`src/rtl/arp_pkg.sv`:
```
// Shared types and constants for the ARP cache resolver.
`default_nettype none

package arp_pkg;

  // Table geometry
  localparam int TABLE_ENTRIES = 16;
  localparam int IDX_W = (TABLE_ENTRIES > 1) ? $clog2(TABLE_ENTRIES) : 1;
  localparam int CNT_W = $clog2(TABLE_ENTRIES + 1);

  // Field widths
  localparam int IP_W  = 32;
  localparam int MAC_W = 48;
  localparam int OP_W  = 16;

  // Configuration register indexes
  localparam int CFG_IDX_W = 1;
  localparam logic [CFG_IDX_W-1:0] CFG_OWN_IP  = 1'd0;
  localparam logic [CFG_IDX_W-1:0] CFG_OWN_MAC = 1'd1;

  // ARP opcode for a request
  localparam logic [OP_W-1:0] OP_REQUEST = 16'd1;

  // Broadcast hardware address
  localparam logic [MAC_W-1:0] BCAST_MAC = {MAC_W{1'b1}};

  // Result action codes
  typedef enum logic [1:0] {
    ACT_NONE    = 2'd0,
    ACT_REPLY   = 2'd1,
    ACT_FORWARD = 2'd2,
    ACT_REQUEST = 2'd3
  } action_e;

endpackage

`default_nettype wire

```
`src/rtl/arp_cache_resolver.sv`:
```
// Top level of the ARP cache resolver: table memory, scan sequencer and result register.
`default_nettype none

// The table lives in a synchronous memory of TABLE_ENTRIES (IP, MAC) rows with
// registered read data, filled in order behind a fill count, so reset
// leaves it empty at once with no clearing pass. Each item is scanned against
// the filled rows one row per cycle through the single memory read port: the
// item is accepted, the filled rows are read and compared, and it finishes,
// with the scan ending early at the first matching row; on an empty table it
// goes straight from accept to finish. A received packet whose sender is not
// yet present inserts it in the finish state unless the table is full; a
// resolve only reads. The result sits in an output register, so the next item
// is taken while the previous result waits. The own_mac register is accepted
// on the configuration port and then ignored, and shows in no result field.
module arp_cache_resolver (
  input  wire                          clk_i,
  input  wire                          rst_ni,
  // configuration write channel
  input  wire                          cfg_valid_i,
  output logic                         cfg_ready_o,
  input  wire [arp_pkg::CFG_IDX_W-1:0] cfg_idx_i,
  input  wire [arp_pkg::MAC_W-1:0]     cfg_data_i,
  // input item channel
  input  wire                          in_valid_i,
  output logic                         in_stall_o,
  input  wire                          cmd_i,
  input  wire [arp_pkg::OP_W-1:0]      opcode_i,
  input  wire [arp_pkg::IP_W-1:0]      src_ip_i,
  input  wire [arp_pkg::MAC_W-1:0]     src_mac_i,
  input  wire [arp_pkg::IP_W-1:0]      tgt_ip_i,
  input  wire [arp_pkg::IP_W-1:0]      dst_ip_i,
  // result channel
  output logic                         out_valid_o,
  input  wire                          out_stall_i,
  output logic [1:0]                   action_o,
  output logic [arp_pkg::MAC_W-1:0]    out_mac_o,
  output logic [arp_pkg::IP_W-1:0]     out_ip_o,
  output logic                         insert_dropped_o
);

  import arp_pkg::*;

  typedef enum logic [1:0] {
    ST_IDLE,
    ST_SCAN,
    ST_FINISH
  } state_e;

  // Control state
  state_e            state_q, state_d;
  logic [CNT_W-1:0]  count_q, count_d;
  logic [IDX_W-1:0]  ptr_q, ptr_d;
  logic [IDX_W-1:0]  cmp_idx_q;
  logic              cmp_vld_q, cmp_vld_d;
  logic              hit_q, hit_d;
  logic              out_valid_q, out_valid_d;
  logic [IP_W-1:0]   own_ip_q;

  // Item payload
  logic              cmd_q;
  logic              reply_q;
  logic [IP_W-1:0]   key_q;
  logic [MAC_W-1:0]  smac_q;
  logic [MAC_W-1:0]  hit_mac_q;

  // Table memory and its registered read data
  logic [IP_W-1:0]   mem_ip  [TABLE_ENTRIES];
  logic [MAC_W-1:0]  mem_mac [TABLE_ENTRIES];
  logic [IP_W-1:0]   rd_ip_q;
  logic [MAC_W-1:0]  rd_mac_q;

  // Result register
  action_e           res_action_q, res_action;
  logic [MAC_W-1:0]  res_mac_q, res_mac;
  logic [IP_W-1:0]   res_ip_q, res_ip;
  logic              res_drop_q, res_drop;

  logic              in_acc, out_load, do_write;
  logic              match, cmp_last, ptr_last, tbl_full, zero_hit, found;
  logic [CNT_W-1:0]  last_cnt;

  // Handshakes
  assign cfg_ready_o = 1'b1;
  assign in_stall_o  = (state_q != ST_IDLE);
  assign in_acc      = in_valid_i && !in_stall_o;
  assign out_load    = (state_q == ST_FINISH) && (!out_valid_q || !out_stall_i);

  // Scan compare against the row read last cycle
  assign last_cnt = count_q - CNT_W'(1);
  assign match    = cmp_vld_q && (rd_ip_q == key_q);
  assign cmp_last = (CNT_W'(cmp_idx_q) == last_cnt);
  assign ptr_last = (CNT_W'(ptr_q) == last_cnt);
  assign tbl_full = (count_q == CNT_W'(TABLE_ENTRIES));
  // A key of zero matches the first empty row
  assign zero_hit = (key_q == '0) && !tbl_full;
  assign found    = hit_q || zero_hit;

  // Sequencer next state
  always_comb begin
    state_d     = state_q;
    ptr_d       = ptr_q;
    cmp_vld_d   = 1'b0;
    hit_d       = hit_q;
    count_d     = count_q;
    out_valid_d = out_valid_q;
    if (out_valid_q && !out_stall_i) begin
      out_valid_d = 1'b0;
    end
    case (state_q)
      ST_IDLE: begin
        if (in_acc) begin
          ptr_d = '0;
          hit_d = 1'b0;
          state_d = (count_q == '0) ? ST_FINISH : ST_SCAN;
        end
      end
      ST_SCAN: begin
        cmp_vld_d = 1'b1;
        ptr_d = ptr_last ? ptr_q : ptr_q + IDX_W'(1);
        if (match) begin
          hit_d = 1'b1;
          cmp_vld_d = 1'b0;
          state_d = ST_FINISH;
        end else if (cmp_vld_q && cmp_last) begin
          cmp_vld_d = 1'b0;
          state_d = ST_FINISH;
        end
      end
      ST_FINISH: begin
        if (out_load) begin
          out_valid_d = 1'b1;
          state_d = ST_IDLE;
          if (do_write) begin
            count_d = count_q + CNT_W'(1);
          end
        end
      end
      default: state_d = ST_IDLE;
    endcase
  end

  // Result of the finished item
  always_comb begin
    res_action = ACT_NONE;
    res_mac    = '0;
    res_ip     = '0;
    res_drop   = 1'b0;
    do_write   = 1'b0;
    if (cmd_q) begin
      res_ip = key_q;
      if (found) begin
        res_action = ACT_FORWARD;
        res_mac    = hit_q ? hit_mac_q : '0;
      end else begin
        res_action = ACT_REQUEST;
        res_mac    = BCAST_MAC;
      end
    end else begin
      if (!found) begin
        res_drop = tbl_full;
        do_write = !tbl_full;
      end
      if (reply_q) begin
        res_action = ACT_REPLY;
        res_mac    = smac_q;
        res_ip     = key_q;
      end
    end
  end

  // Hold control state and the output valid
  always_ff @(posedge clk_i or negedge rst_ni) begin
    if (!rst_ni) begin
      state_q     <= ST_IDLE;
      count_q     <= '0;
      ptr_q       <= '0;
      cmp_idx_q   <= '0;
      cmp_vld_q   <= 1'b0;
      hit_q       <= 1'b0;
      out_valid_q <= 1'b0;
      own_ip_q    <= '0;
    end else begin
      state_q     <= state_d;
      count_q     <= count_d;
      ptr_q       <= ptr_d;
      cmp_idx_q   <= ptr_q;
      cmp_vld_q   <= cmp_vld_d;
      hit_q       <= hit_d;
      out_valid_q <= out_valid_d;
      if (cfg_valid_i && cfg_ready_o && (cfg_idx_i == CFG_OWN_IP)) begin
        own_ip_q <= cfg_data_i[IP_W-1:0];
      end
    end
  end

  // Capture the item and the matching row
  always_ff @(posedge clk_i) begin
    if (in_acc) begin
      cmd_q   <= cmd_i;
      key_q   <= cmd_i ? dst_ip_i : src_ip_i;
      smac_q  <= src_mac_i;
      reply_q <= (tgt_ip_i == own_ip_q) && (opcode_i == OP_REQUEST);
    end
    if (match) begin
      hit_mac_q <= rd_mac_q;
    end
    if (out_load) begin
      res_action_q <= res_action;
      res_mac_q    <= res_mac;
      res_ip_q     <= res_ip;
      res_drop_q   <= res_drop;
    end
  end

  // Table memory: write a new sender at the fill count, read one row per cycle
  always_ff @(posedge clk_i) begin
    if (out_load && do_write) begin
      mem_ip[count_q[IDX_W-1:0]]  <= key_q;
      mem_mac[count_q[IDX_W-1:0]] <= smac_q;
    end
    rd_ip_q  <= mem_ip[ptr_q];
    rd_mac_q <= mem_mac[ptr_q];
  end

  // Drive the result channel
  assign out_valid_o      = out_valid_q;
  assign action_o         = res_action_q;
  assign out_mac_o        = res_mac_q;
  assign out_ip_o         = res_ip_q;
  assign insert_dropped_o = res_drop_q;

endmodule

`default_nettype wire

```
`config.mk`:
```
export PLATFORM = sky130hd
export DESIGN_NAME = arp_cache_resolver
export DESIGN_NICKNAME = d
export VERILOG_FILES = /design/src/rtl/arp_pkg.sv /design/src/rtl/arp_cache_resolver.sv
export SDC_FILE = /design/constraint.sdc
export NUM_CORES = 1
export LEC_CHECK = 0
export ABC_AREA = 1
export BUFFER_PORTS_ARGS = -buffer_cell sky130_fd_sc_hd__buf_2
export CORE_MARGIN = 3
export CORE_UTILIZATION = 40
export CTS_BUF_LIST = sky130_fd_sc_hd__clkbuf_4 sky130_fd_sc_hd__clkbuf_8
export CTS_CLUSTER_SIZE = 28
export DETAILED_ROUTE_END_ITERATION = 8
export GPL_TIMING_DRIVEN = 1
export PLACE_DENSITY = 0.59
export SLEW_MARGIN = 0
export SYNTH_ARGS = -nofsm -noshare
export SYNTH_HDL_FRONTEND = slang
export SYNTH_SLANG_ARGS = --single-unit
```
`constraint.sdc`:
```
create_clock -name clk_i -period 9.38 [get_ports clk_i]
set_input_delay 0.938 -clock clk_i [delete_from_list [all_inputs] [get_ports clk_i]]
set_output_delay 0.938 -clock clk_i [all_outputs]
set_load 0.02 [all_outputs]
```
==> flow_summary_export.csv <==
group,metric,value,unit
run_status,status,"complete, no violations",
synthesis,syn_area_per_cell,13.7,sq um
synthesis,netlist_area,62100,sq um
detailed_routing,routedWlPerCell,23.3,um
power_and_ir_drop,p_leak,25.0,nW
sta,fin_worst_skew,0.0854,ns
critical_path,cp_common_cell,"nand2_1",
critical_path,cp.arrival,5.17,ns
power_and_ir_drop,p_int,11.4,mW
detailed_routing,drc,0,
place,port_buffers,283,
floorplanning,initial_core_util,40.6,%
layout,seq_area,47700,sq um
sta,tightest_slew,1.13,ns
power_and_ir_drop,power,14.3,mW
detailed_routing,dr.pass1.iters,5,
synthesis,synth_nets,4757,
clocking,path_clk_slew,0.06,ns
layout,fin_nets,5116,
critical_path,cp_slowest_cell,"edfxtp_1",
clocking,cts_tree,"done",
clocking,htreeDepth,5,
power_and_ir_drop,power_frac_clock,44.3,%
synthesis,synth_top_flop_cell,"edfxtp_1",
power_and_ir_drop,switchingPower,2.81,mW
floorplanning,die_h,400,um
floorplanning,num_io_pins,301,
grt,antenna_found_initial,9,
critical_path,path_class,"flip-flop to flip-flop",
layout,final_cells,7133,
grt,grt_pass1_vias,37700,
floorplanning,die-area,160000,sq um
job,cap_violations,0,
clocking,cts_buffers,284,
place,place_hpwl,84500,um
synthesis,ys_seq_area_share,76.8,%
synthesis,async_flop_share,3.08,%
clocking,hold_buffers,0,
sta,setup_viol,0,
clocking,post-cts-setup-buffer-count,0,
clocking,cts_resized,0,
sta,setup_tns,0,ns
detailed_routing,drtAntennaViolNets,0,
sta,fin_crit,4.59,ns
layout,nFillCells,13600,
sta,timing.slew.headroom,24.8,%
power_and_ir_drop,p_per_area,201,nW/um^2
clocking,cts.sinks,1623,
detailed_routing,dr.first_iter.drc_count,3505,
synthesis,synth_edf_count,1493,
synthesis,ys_warn_count,0,
grt,grt_pass1_wl,243000,um
grt,grt_max_degree,223,
clocking,clk_latency,1.02,ns
layout,synthToLayoutAreaGrowth,14.4,%
synthesis,synth.distinct_cells,44,
place,place_congestion,0.841,
critical_path,cp-end-kind,"flip-flop",
worst_hold_path,hold_path.class,"input pin to flip-flop",
power_and_ir_drop,ir_worst_vdd,0.000157,V
detailed_routing,vias_per_cell,5.40,
sta,rsz0062_at_grt,"false",
detailed_routing,vias,38500,
clocking,cts_buffer_depth,4,
synthesis,ys_seq_elements,1623,
sta,finalCritPeriodShare,49.0,%
grt,grt_usage,20.5,%
sta,hold_violations,0,
layout,drive_gt1_share,18.4,%
critical_path,critPathLaunchType,"flip-flop",
critical_path,cp.required,9.95,ns
layout,fin_util,46.4,%
floorplanning,core_area,153000,sq um
sta,final_max_slew_viol_count,0,
floorplanning,row_count,143,
grt,grt-ovfl-total,0,
synthesis,synthesis.instances,4536,
layout,multi_input_area,12800,sq um
power_and_ir_drop,p_seq_share,54.9,%
power_and_ir_drop,sw_frac_of_total,19.7,%
place,place_inst,6639,
clocking,cts_root_buf,"clkbuf_8",
sta,max_freq,0.218,GHz
critical_path,max_stage_delay,0.82,ns
critical_path,crit_chain,"inv_1 -> nand2_1 -> nor3_1 -> nand2_1 -> nor2_1 -> nand2_2 -> nand3_4 -> nor2_8 -> nand2_1 -> nor2_4 -> buf_4 -> buf_4",
floorplanning,die_w,400,um
critical_path,cp_max_fo,38,
power_and_ir_drop,power_frac_comb,0.9,%
detailed_routing,finalWirelength,166000,um
[power groups by stage]
stage	Clock, mW	Combinational [mW]	Sequential, mW
floorplan	0	0.0607	7.97
global placement	0	0.125	7.97
detailed placement	0	0.127	7.97
CTS	6.47	0.128	7.82
global route	6.81	0.139	7.82
finish	6.31	0.124	7.82
[critical path, delay by kind of cell, from the launching register on]
| family | cells | cell delay, ns |
|---|---|---|
| buffers and inverters | 3 | 1.50 |
| and+or+nand+nor | 9 | 1.74 |
| DFF | 1 | 0.82 |
[layer usage]
layer	wire length, um	global-route usage, %
met1	71300	28.0
met2	78300	32.7
met3	12600	4.56
met4	4030	6.36
met5	55	0
[area by class of cell]
type | instances | area share, %
sequential | 1623 | 67.2
multi-input combinational | 2528 | 18.1
tap | 2030 | 3.58
timing repair buffer | 353 | 2.77
antenna | 5 | 0.0176
clock buffer | 418 | 7.16
inverter | 105 | 0.580
clock inverter | 71 | 0.605
[cell families after synthesis]
logic type	share of synthesized area, %
xor gates and xnor gates	0.310
muxes	1.02
DFF	76.8
buffers and inverters	2.75
and+or+nand+nor	10.3
other	0.00604
adders and majority gates	0.121
AOI/OAI and AO/OA	8.67
[synthesized netlist by cell type, types with 11 or more instances]
cell type | n | area [sq um]
o221ai_1 | 51 | 447
mux2_2 | 56 | 631
o221a_2 | 15 | 169
or2_2 | 14 | 87.6
nand3_1 | 265 | 1330
a21oi_1 | 199 | 996
xnor2_1 | 14 | 123
a221oi_1 | 97 | 850
clkbuf_1 | 121 | 454
edfxtp_1 | 1493 | 44800
nand4_1 | 63 | 394
o21ai_0 | 356 | 1780
buf_1 | 11 | 41.3
nand2_1 | 718 | 2700
nor2_1 | 436 | 1640
buf_2 | 126 | 631
buf_4 | 17 | 128
o22ai_1 | 101 | 632
o21ai_1 | 86 | 430
dfxtp_1 | 80 | 1600
dfrtp_1 | 50 | 1250
inv_1 | 101 | 379
[cell usage in the layout (no fill, tap or decap), types with 5 or more instances in the layout]
| cell type | instances |
|---|---|
| edfxtp_1 | 1493 |
| nand2_1 | 718 |
| nor2_1 | 417 |
| o21ai_0 | 356 |
| clkbuf_8 | 311 |
| buf_2 | 283 |
| nand3_1 | 265 |
| a21oi_1 | 199 |
| clkbuf_4 | 107 |
| o22ai_1 | 101 |
| a221oi_1 | 97 |
| inv_1 | 97 |
| o21ai_1 | 86 |
| dfxtp_1 | 80 |
| buf_4 | 68 |
| nand4_1 | 63 |
| mux2_2 | 56 |
| o221ai_1 | 51 |
| dfrtp_1 | 45 |
| clkinv_1 | 36 |
| clkinv_2 | 26 |
| nor2_4 | 19 |
| o221a_2 | 15 |
| or2_2 | 14 |
| xnor2_1 | 14 |
| nor3_1 | 9 |
| xor2_1 | 8 |
| nand2_2 | 6 |
| ha_1 | 6 |
| clkinvlp_4 | 6 |
| diode_2 | 5 |
| a22o_1 | 5 |
[stage by stage]
stage	setup WS [ns]	cell area [sq um]	hold WS (ns)
after global placement	4.38	65500	0.387
after detailed placement	4.34	65500	0.389
after CTS	4.74	71000	0.00146
after floorplan	1.43	62100	0.349
final	4.79	71000	0.109
after global routing	4.57	71000	0.00926
[flip-flops by register name, indices dropped and copies added (netlist names), 2 cells and up]
| name | flops |
|---|---|
| rd_mac_q | 48 |
| own_ip_q | 32 |
| out_mac_o | 48 |
| smac_q | 48 |
| key_q | 32 |
| mem_ip | 512 |
| hit_mac_q | 48 |
| state_q | 2 |
| count_q | 5 |
| out_ip_o | 32 |
| cmp_idx_q | 4 |
| ptr_q | 4 |
| action_o | 2 |
| mem_mac | 768 |
| rd_ip_q | 32 |
[final timing paths]
| check | from | end | slack [ns] | cells past startpoint |
|---|---|---|---|---|
| max | key_q[16] | mem_mac[3][33] | 4.79 | 12 |
| min | src_mac_i[23] | smac_q[23] | 0.11 | 1 |
| max reg2reg | key_q[16] | mem_mac[3][33] | 4.79 | 12 |
| min reg2reg | rd_mac_q[33] | hit_mac_q[33] | 0.36 | 0 |
| max in group asynchronous | rst_ni | ptr_q[1] | 8.67 | 2 |
| min in group asynchronous | rst_ni | own_ip_q[28] | 0.13 | 2 |
No activity file was read; power rests on OpenSTA's default activity.
